### src/hdl/kabf_pkg.sv
// Shared types, constants and fixed-point helpers for the tilt filter.
`default_nettype none
package kabf_pkg;
  localparam int FRAC_BITS = 24;
  localparam logic [23:0] DT_RESET = 24'd167772;
  localparam logic [30:0] QA_RESET = 31'd16777;
  localparam logic [30:0] QB_RESET = 31'd50332;
  localparam logic [30:0] MN_RESET = 31'd503316;
  localparam logic signed [24:0] NINETY_Q16 = 25'sd5898240;

  localparam logic [1:0] REG_DT = 2'd0;
  localparam logic [1:0] REG_QA = 2'd1;
  localparam logic [1:0] REG_QB = 2'd2;
  localparam logic [1:0] REG_MN = 2'd3;

  // operand selectors for the shared multiply-accumulate
  localparam logic [4:0] OP_ANG   = 5'd0;
  localparam logic [4:0] OP_DTP11 = 5'd1;
  localparam logic [4:0] OP_P00   = 5'd2;
  localparam logic [4:0] OP_P01   = 5'd3;
  localparam logic [4:0] OP_P10   = 5'd4;
  localparam logic [4:0] OP_P11   = 5'd5;
  localparam logic [4:0] OP_DIVK0 = 5'd6;
  localparam logic [4:0] OP_DIVK1 = 5'd7;
  localparam logic [4:0] OP_INNOV = 5'd8;
  localparam logic [4:0] OP_ANGU  = 5'd9;
  localparam logic [4:0] OP_BIAS  = 5'd10;
  localparam logic [4:0] OP_CAA   = 5'd11;
  localparam logic [4:0] OP_CAB   = 5'd12;
  localparam logic [4:0] OP_CBA   = 5'd13;
  localparam logic [4:0] OP_CBB   = 5'd14;
  localparam logic [4:0] OP_NONE  = 5'd15;

  typedef struct packed {
    logic       load;
    logic       axis;
    logic [4:0] op;
    logic       start;
  } kabf_cmd_t;

  typedef struct packed {
    logic busy;
  } kabf_sts_t;

  function automatic logic signed [31:0] sat32(input logic signed [65:0] v);
    if (v > 66'sd2147483647) sat32 = 32'h7FFFFFFF;
    else if (v < -66'sd2147483648) sat32 = 32'h80000000;
    else sat32 = v[31:0];
  endfunction

  // shift right by 24, rounding half away from zero
  function automatic logic signed [65:0] rnd24(input logic signed [65:0] v);
    logic [65:0] m;
    logic [65:0] r;
    m = v[65] ? (66'd0 - v) : v;
    r = (m + 66'd8388608) >> FRAC_BITS;
    rnd24 = v[65] ? -$signed(r) : $signed(r);
  endfunction
endpackage
`default_nettype wire

### src/hdl/kabf_ctrl.sv
// Sequencer: walks each axis through predict, gain division and update.
`default_nettype none
module kabf_ctrl
  import kabf_pkg::*;
(
  input  wire logic      clk,
  input  wire logic      rst_n,
  input  wire logic      in_go,
  output logic           in_rdy,
  output kabf_cmd_t      cmd,
  input  wire kabf_sts_t sts,
  output logic           done
);
  localparam logic [1:0] S_IDLE = 2'd0;
  localparam logic [1:0] S_RUN  = 2'd1;
  localparam logic [1:0] S_WAIT = 2'd2;
  logic [1:0] st_r, st_nxt;
  logic [4:0] op_r, op_nxt;
  logic ax_r, ax_nxt, started_r, started_nxt;

  always_comb begin
    st_nxt = st_r; op_nxt = op_r; ax_nxt = ax_r; started_nxt = started_r;
    cmd = '{load: 1'b0, axis: ax_r, op: op_r, start: 1'b0};
    done = 1'b0;
    in_rdy = (st_r == S_IDLE);
    unique case (st_r)
      S_IDLE: if (in_go) begin
        if (!started_r) begin
          cmd.load = 1'b1; started_nxt = 1'b1;
        end else begin
          st_nxt = S_RUN; op_nxt = OP_ANG; ax_nxt = 1'b0;
        end
      end
      S_RUN: begin
        cmd.start = 1'b1;
        // gains need the divider to settle before capture
        if (op_r == OP_DIVK0 || op_r == OP_DIVK1) st_nxt = S_WAIT;
        if (op_r == OP_CBB) begin
          if (ax_r) begin
            st_nxt = S_IDLE; done = 1'b1;
          end else begin
            ax_nxt = 1'b1; op_nxt = OP_ANG;
          end
        end else begin
          op_nxt = op_r + 5'd1;
        end
      end
      S_WAIT: begin
        if (!sts.busy) st_nxt = S_RUN;
      end
      default: st_nxt = S_IDLE;
    endcase
  end

  always_ff @(posedge clk) begin
    if (!rst_n) begin
      st_r <= S_IDLE; op_r <= OP_NONE; ax_r <= 1'b0; started_r <= 1'b0;
    end else begin
      st_r <= st_nxt; op_r <= op_nxt; ax_r <= ax_nxt; started_r <= started_nxt;
    end
  end
endmodule
`default_nettype wire

### config.mk
export PLATFORM = sky130hd
export DESIGN_NAME = kabf_ctrl
export DESIGN_NICKNAME = d
export VERILOG_FILES = /design/src/hdl/kabf_pkg.sv /design/src/hdl/kabf_ctrl.sv
export SDC_FILE = /design/constraint.sdc
export NUM_CORES = 1
export LEC_CHECK = 0
export BUFFER_PORTS_ARGS = -buffer_cell sky130_fd_sc_hd__buf_2
export CAP_MARGIN = 40
export CORE_AREA = 2 2 39 41
export CTS_CLUSTER_DIAMETER = 80
export CTS_CLUSTER_SIZE = 8
export DETAILED_ROUTE_END_ITERATION = 6
export DIE_AREA = 0 0 41 43
export GPL_TIMING_DRIVEN = 1
export HOLD_SLACK_MARGIN = 0.12
export SLEW_MARGIN = 10
export SYNTH_ARGS = -nofsm -noshare
export SYNTH_HDL_FRONTEND = slang
export SYNTH_SLANG_ARGS = --single-unit
### constraint.sdc
create_clock -name clk -period 3.4 [get_ports clk]
set_input_delay 0.34 -clock clk [delete_from_list [all_inputs] [get_ports clk]]
set_output_delay 0.34 -clock clk [all_outputs]
set_load 0.01 [all_outputs]
==> results.sh, run 1 <==
export IMPL_cp_required_ps=3060
export IMPL_globalplace_congestion=0.7694
export IMPL_timing_rr_start="op_r[0]"
export IMPL_die_w_um=41
export IMPL_seq_area_frac_synth_pct=37.40
export IMPL_routed_via_density=5.144
export IMPL_power_frac_seq_pct=46.4
export IMPL_overflow=0
export IMPL_final_common_cell="buf_2"
export IMPL_setup_worst_path_class="register to output pin"
export IMPL_root_buffer="clkbuf_4"
export IMPL_hold_buffers=0
export IMPL_cts_resized=0
export IMPL_antenna_found_initial=0
export IMPL_portBuffers=13
export IMPL_clock_fmax_mhz=569.6
export IMPL_ys_warn_count=0
export IMPL_dp_slack_ps=1715
export IMPL_p_clk_share_pct=30.2
export IMPL_synthDistinctLibCells=25
export IMPL_drv_cap=0
export IMPL_vias=463
export IMPL_cp_slowest_cell="dfxtp_1"
export IMPL_slew_viol_final=0
export IMPL_grtUsageMet3_pct=3.141
export IMPL_cts_sinks=9
export IMPL_diodes=0
export IMPL_clock_latency_ps=260
export IMPL_multi_input_area_um2=275.3
export IMPL_hp_class="input port to register"
export IMPL_rsz0062_at_grt="no"
export IMPL_yosysTopAreaCell="dfxtp_1"
export IMPL_start_util_pct=34.81
export IMPL_slew_headroom_pct=84.20
export IMPL_core_area_mm2=0.001384
export IMPL_whs_endpoint="op_r[2]"
export IMPL_fin_nets=81
export IMPL_cts_buffers=3
export IMPL_min_period_over_period_pct=51.63
export IMPL_hold_viol=0
export IMPL_fin_skew_ps=6.879
export IMPL_grt_busiest_layer="met1"
export IMPL_p_switching_mw=0.08636
export IMPL_switching_share_pct=31.35
export IMPL_cp_cell_sequence="inv_1, ha_1, and4b_1, nand2_1, nor2_1, buf_2"
export IMPL_syn_num_nets=65
export IMPL_cp_max_fo=6
export IMPL_clockBufferDepth=2
export IMPL_p_int_mw=0.1891
export IMPL_grt_start_max_net_pins=10
export IMPL_avgSynthCellArea_um2=8.165
export IMPL_syn2layout_area_growth_pct=20.00
export IMPL_setup_tns_final_ps=0
export IMPL_r2r_end="op_r[3]"
export IMPL_synth_cell_area_um2=481.7
export IMPL_seq_area_um2=180.2
export IMPL_outcome="finished, final reports clean"
export IMPL_drive_above_1_share_pct=22.97
export IMPL_synth_area_leaders="dfxtp_1 37%, nand2_1 5.5%, ha_1 5.2%"
export IMPL_post_cts_buffers=0
export IMPL_power_frac_comb_pct=23.4
export IMPL_p_leak_nw=0.2667
export IMPL_dieArea_mm2=0.001763
export IMPL_gr_usage_all_layers_pct=13.84
export IMPL_pin_count=14
export IMPL_worstMarginPinSlew_ps=236.7
export IMPL_use_met2_pct=16.25
export IMPL_rr_worst_depth=6
export IMPL_power_density_mw_per_mm2=476.6
export IMPL_grt_pass1_vias=396
export IMPL_drtIter0Drc=11
export IMPL_num_rows=14
export IMPL_arrival_ps=1420
export IMPL_rrSetupSlack_ps=1700
export IMPL_synth_top_cell_area_share_pct=37.40
export IMPL_routed_wl_um=999
export IMPL_wl_per_cell_um=11.10
export IMPL_crit_path_start_kind="register"
export IMPL_cp_end_kind="output pin"
export IMPL_grt_met1_usage_pct=21.97
export IMPL_synthCells=59
export IMPL_grt_pass1_wl_um=1656
export IMPL_holdPathStages=2
export IMPL_fin_util_pct=41.77
export IMPL_setup_viol=0
export IMPL_drc=0
export IMPL_setup_ws_ps=1644
export IMPL_fill_cells=148
export IMPL_fp_dieH_um=43
export IMPL_dp_hpwl_um=757.8
export IMPL_min_delay_start="rst_n"
export IMPL_cpPeakStageDelay_ps=400
export IMPL_p_total_mw=0.2755
export IMPL_ir_worst_vdd_mv=0.1840
export IMPL_cts_tree="built"
export IMPL_fin_crit_ps=1756
export IMPL_fin_hold_ws_ps=335.4
export IMPL_layout_cells_most_common_list="13 x buf_2, 9 x dfxtp_1, 7 x nand2_1"
export IMPL_postRouteAntennaNets=0
export IMPL_synth_seq_cells=9
export IMPL_firstDrtPassIters=4
export IMPL_htreeDepth=1
export IMPL_clk_pin_slew_ps=70
[worst max-delay path by stage]
stage            start  endpoint  slack, ps  depth (start not counted)
6_report       op_r[0]      done       1640                          6
5_1_grt        op_r[0]      done       1550                          6
4_1_cts        op_r[0]      done       1620                          6
3_5_place_dp   op_r[0]   op_r[3]       1710                          6
3_3_place_gp   op_r[0]   op_r[3]       1730                          6
2_1_floorplan  op_r[0]   op_r[2]       1750                          6
[layout make-up]
| type | count | area share, % |
|---|---|---|
| clock buffers | 4 | 4.545 |
| inverters | 3 | 1.948 |
| multi-input cells | 45 | 47.62 |
| well taps | 16 | 3.463 |
| repair buffers | 13 | 11.26 |
| flip-flops and latches | 9 | 31.17 |
[flip-flops by register name, indices dropped and copies added (netlist names)]
| name | count |
|---|---|
| st_r | 2 |
| started_r | 1 |
| op_r | 5 |
| ax_r | 1 |
[metrics by stage]
step                instances  cell area, um^2
floorplan                  59            481.7
finish                     90            578.1
global route               90            578.1
global placement           86            551.8
detailed placement         86            551.8
CTS                        90            578.1
[power groups by stage]
| stage | Combinational, mW | Sequential, mW | Clock, mW |
|---|---|---|---|
| floorplan | 0.0431 | 0.131 | 0 |
| global placement | 0.0651 | 0.130 | 0 |
| detailed placement | 0.0651 | 0.130 | 0 |
| CTS | 0.0653 | 0.128 | 0.0888 |
| global route | 0.0745 | 0.130 | 0.0924 |
| finish | 0.0644 | 0.128 | 0.0832 |
[logic make-up (layout without fill, tap and decap cells)]
| group | count (synthesis) | in the layout | share of synthesized area, % |
|---|---|---|---|
| buf+inv | 5 | 20 | 5.453 |
| fa+ha+maj | 2 | 2 | 5.194 |
| flops | 9 | 9 | 37.40 |
| compound gates | 17 | 17 | 23.12 |
| simple gates | 25 | 25 | 27.01 |
| xor+xnor | 1 | 1 | 1.819 |
[synth_stat cells]
| master | n |
|---|---|
| xor2_1 | 1 |
| inv_1 | 3 |
| o21ai_0 | 3 |
| nand2b_1 | 2 |
| a311o_2 | 1 |
| nand3b_1 | 1 |
| dfxtp_1 | 9 |
| o21ai_1 | 2 |
| nor2b_1 | 2 |
| o311ai_1 | 2 |
| and3_1 | 1 |
| o22ai_1 | 1 |
| a21boi_0 | 1 |
| buf_4 | 2 |
| nor3_1 | 1 |
| nand3_1 | 2 |
| and2_1 | 2 |
| nor2_1 | 5 |
| a31oi_1 | 1 |
| nand2_1 | 7 |
| and4b_1 | 1 |
| o211ai_1 | 3 |
| a21oi_1 | 3 |
| nand4b_1 | 1 |
| ha_1 | 2 |
[per-layer routing]
layer  vias to the layer above  routed length (um)  part of all wire (%)
li1                        242                   -                     -
met1                       206                 517                    52
met2                        13                 398                    40
met3                         2                  77                   7.7
met4                         0                   6                  0.60
met5                         -                   0                     0
[worst max-delay path, delay by kind of cell, from the launching register on]
| family | cells | cell delay, ps |
|---|---|---|
| adders and majority gates | 1 | 220 |
| DFF | 1 | 400 |
| buffers and inverters | 2 | 210 |
| and+or+nand+nor | 3 | 330 |
No activity file was read; power rests on OpenSTA's default activity.
==> run 2: changes to the inputs <==
==> constraint.sdc (replaced) <==
create_clock -name clk -period 1.6 [get_ports clk]
set_input_delay 0.16 -clock clk [delete_from_list [all_inputs] [get_ports clk]]
set_output_delay 0.16 -clock clk [all_outputs]
set_load 0.01 [all_outputs]
==> run 2 against run 1 <==
Die area unchanged. Largest power group unchanged. Register-to-register slack got worse by 1600 ps. Highest routed layer unchanged. Cell count increased by 11%. Via count increased by 12%. Global-route usage increased by 1.7 points. Setup slack got worse by 1600 ps.
==> results.sh, run 2 (synthesis gave the netlist of run 1 again) <==
export IMPL_drtIter0Drc=6
export IMPL_cts_tree="built"
export IMPL_slew_viol_final=0
export IMPL_setup_ws_ps=64.30
export IMPL_multi_input_area_um2=290.3
export IMPL_globalplace_congestion=0.8186
export IMPL_p_total_mw=0.6384
export IMPL_routed_wl_um=1181
export IMPL_pin_count=14
export IMPL_overflow=0
export IMPL_num_rows=14
export IMPL_holdPathStages=2
export IMPL_timing_rr_start="op_r[0]"
export IMPL_setup_viol=0
export IMPL_start_util_pct=34.81
export IMPL_antenna_found_initial=0
export IMPL_power_density_mw_per_mm2=951.9
export IMPL_grt_start_max_net_pins=10
export IMPL_cp_slowest_cell="dfxtp_2"
export IMPL_arrival_ps=1380
export IMPL_vias=517
export IMPL_diodes=0
export IMPL_htreeDepth=1
export IMPL_drv_cap=0
export IMPL_die_w_um=41
export IMPL_grt_met1_usage_pct=21.17
export IMPL_dp_hpwl_um=832.8
export IMPL_hp_class="input port to register"
export IMPL_slew_headroom_pct=83.41
export IMPL_cts_buffers=3
export IMPL_cp_required_ps=1440
export IMPL_grt_pass1_vias=412
export IMPL_top_register="op_r"
export IMPL_drive_above_1_share_pct=38.10
export IMPL_fp_dieH_um=43
export IMPL_grtUsageMet3_pct=6.283
export IMPL_layout_cells_most_common_list="13 x buf_2, 10 x buf_4, 7 x dfxtp_1"
export IMPL_fill_cells=149
export IMPL_cp_max_fo=3
export IMPL_setup_worst_path_class="register to output pin"
export IMPL_fin_skew_ps=5.700
export IMPL_largest_reg_flops=5
export IMPL_syn2layout_area_growth_pct=39.22
export IMPL_routed_via_density=5.170
export IMPL_clk_pin_slew_ps=70
export IMPL_rr_worst_depth=6
export IMPL_drc=0
export IMPL_min_delay_start="rst_n"
export IMPL_firstDrtPassIters=6
export IMPL_dieArea_mm2=0.001763
export IMPL_dp_cells=93
export IMPL_final_common_cell="buf_2"
export IMPL_grt_busiest_layer="met1"
export IMPL_min_period_over_period_pct=95.98
export IMPL_clockBufferDepth=2
export IMPL_core_area_mm2=0.001384
export IMPL_rsz0062_at_grt="yes"
export IMPL_root_buffer="clkbuf_4"
export IMPL_dp_slack_ps=52.61
export IMPL_cpPeakStageDelay_ps=360
export IMPL_postRouteAntennaNets=0
export IMPL_cp_cell_sequence="ha_4, and4b_1, buf_4, nand2_2, nor2_1, buf_2"
export IMPL_hold_buffers=0
export IMPL_fin_hold_ws_ps=156.7
export IMPL_worstMarginPinSlew_ps=247.7
export IMPL_gr_usage_all_layers_pct=15.52
export IMPL_p_leak_nw=0.3138
export IMPL_layout_cells_non_filler=100
export IMPL_fin_crit_ps=1536
export IMPL_fin_nets=91
export IMPL_crit_path_start_kind="register"
export IMPL_reg_top3="op_r (5), st_r (2)"
export IMPL_portBuffers=13
export IMPL_grt_pass1_wl_um=1787
export IMPL_whs_endpoint="op_r[2]"
export IMPL_ir_worst_vdd_mv=0.3902
export IMPL_clock_fmax_mhz=651.2
export IMPL_seq_area_um2=182.7
export IMPL_wl_per_cell_um=11.81
export IMPL_use_met2_pct=18.44
export IMPL_cts_sinks=9
export IMPL_outcome="finished, final reports clean"
export IMPL_rrSetupSlack_ps=90
export IMPL_hold_viol=0
export IMPL_clock_latency_ps=260
export IMPL_r2r_end="op_r[2]"
export IMPL_cp_end_kind="output pin"
[run 2: routing by layer]
metal / part of all wire [%] / routed length [um]
met1: 45 / 529
met2: 47 / 558
met3: 5.8 / 68
met4: 2.1 / 25
met5: 0 / 0
[run 2: worst max path at each step]
stage                  from       to  depth (start not counted)
floorplan           op_r[0]  op_r[2]                          6
global placement    op_r[0]  op_r[2]                          6
detailed placement  op_r[0]  op_r[2]                          6
CTS                 op_r[0]     done                          7
global route        op_r[1]     done                          6
finish              op_r[1]     done                          6
[run 2: area by class of cell]
type | count | area share (%)
Multi-Input combinational cell | 45 | 43.28
Sequential cell | 9 | 27.24
Timing Repair Buffer | 23 | 20.90
Clock buffer | 4 | 3.918
Tap cell | 16 | 2.985
Inverter | 3 | 1.679
[run 2: stage by stage]
step	area [um^2]	TNS (ps)	util, %
6_report	670.6	0	48.46
5_1_grt	670.6	-35.98	48.46
4_1_cts	631.9	0	45.66
3_5_place_dp	605.6	0	43.76
3_3_place_gp	605.6	0	43.76
2_1_floorplan	483.0	0	-
[run 2: worst max-delay path: cells and delay by family, from the launching register on]
family	cells	cell delay (ps)
fa+ha+maj	1	140
buf+inv	2	250
flops	1	360
simple gates	3	350
[run 2: power by group]
group | switching, mW | internal, mW | total, mW
registers | 0.0167 | 0.245 | 0.262
clock network | 0.0851 | 0.0963 | 0.181
logic | 0.101 | 0.0944 | 0.195
total | 0.202 | 0.436 | 0.638
[run 2: timing repair]
action | CTS | global route
resized for setup | 0 | 5
setup endpoints to repair | 0 | 3
buffers inserted | 0 | 3
endpoints found under the hold margin | 0 | 0
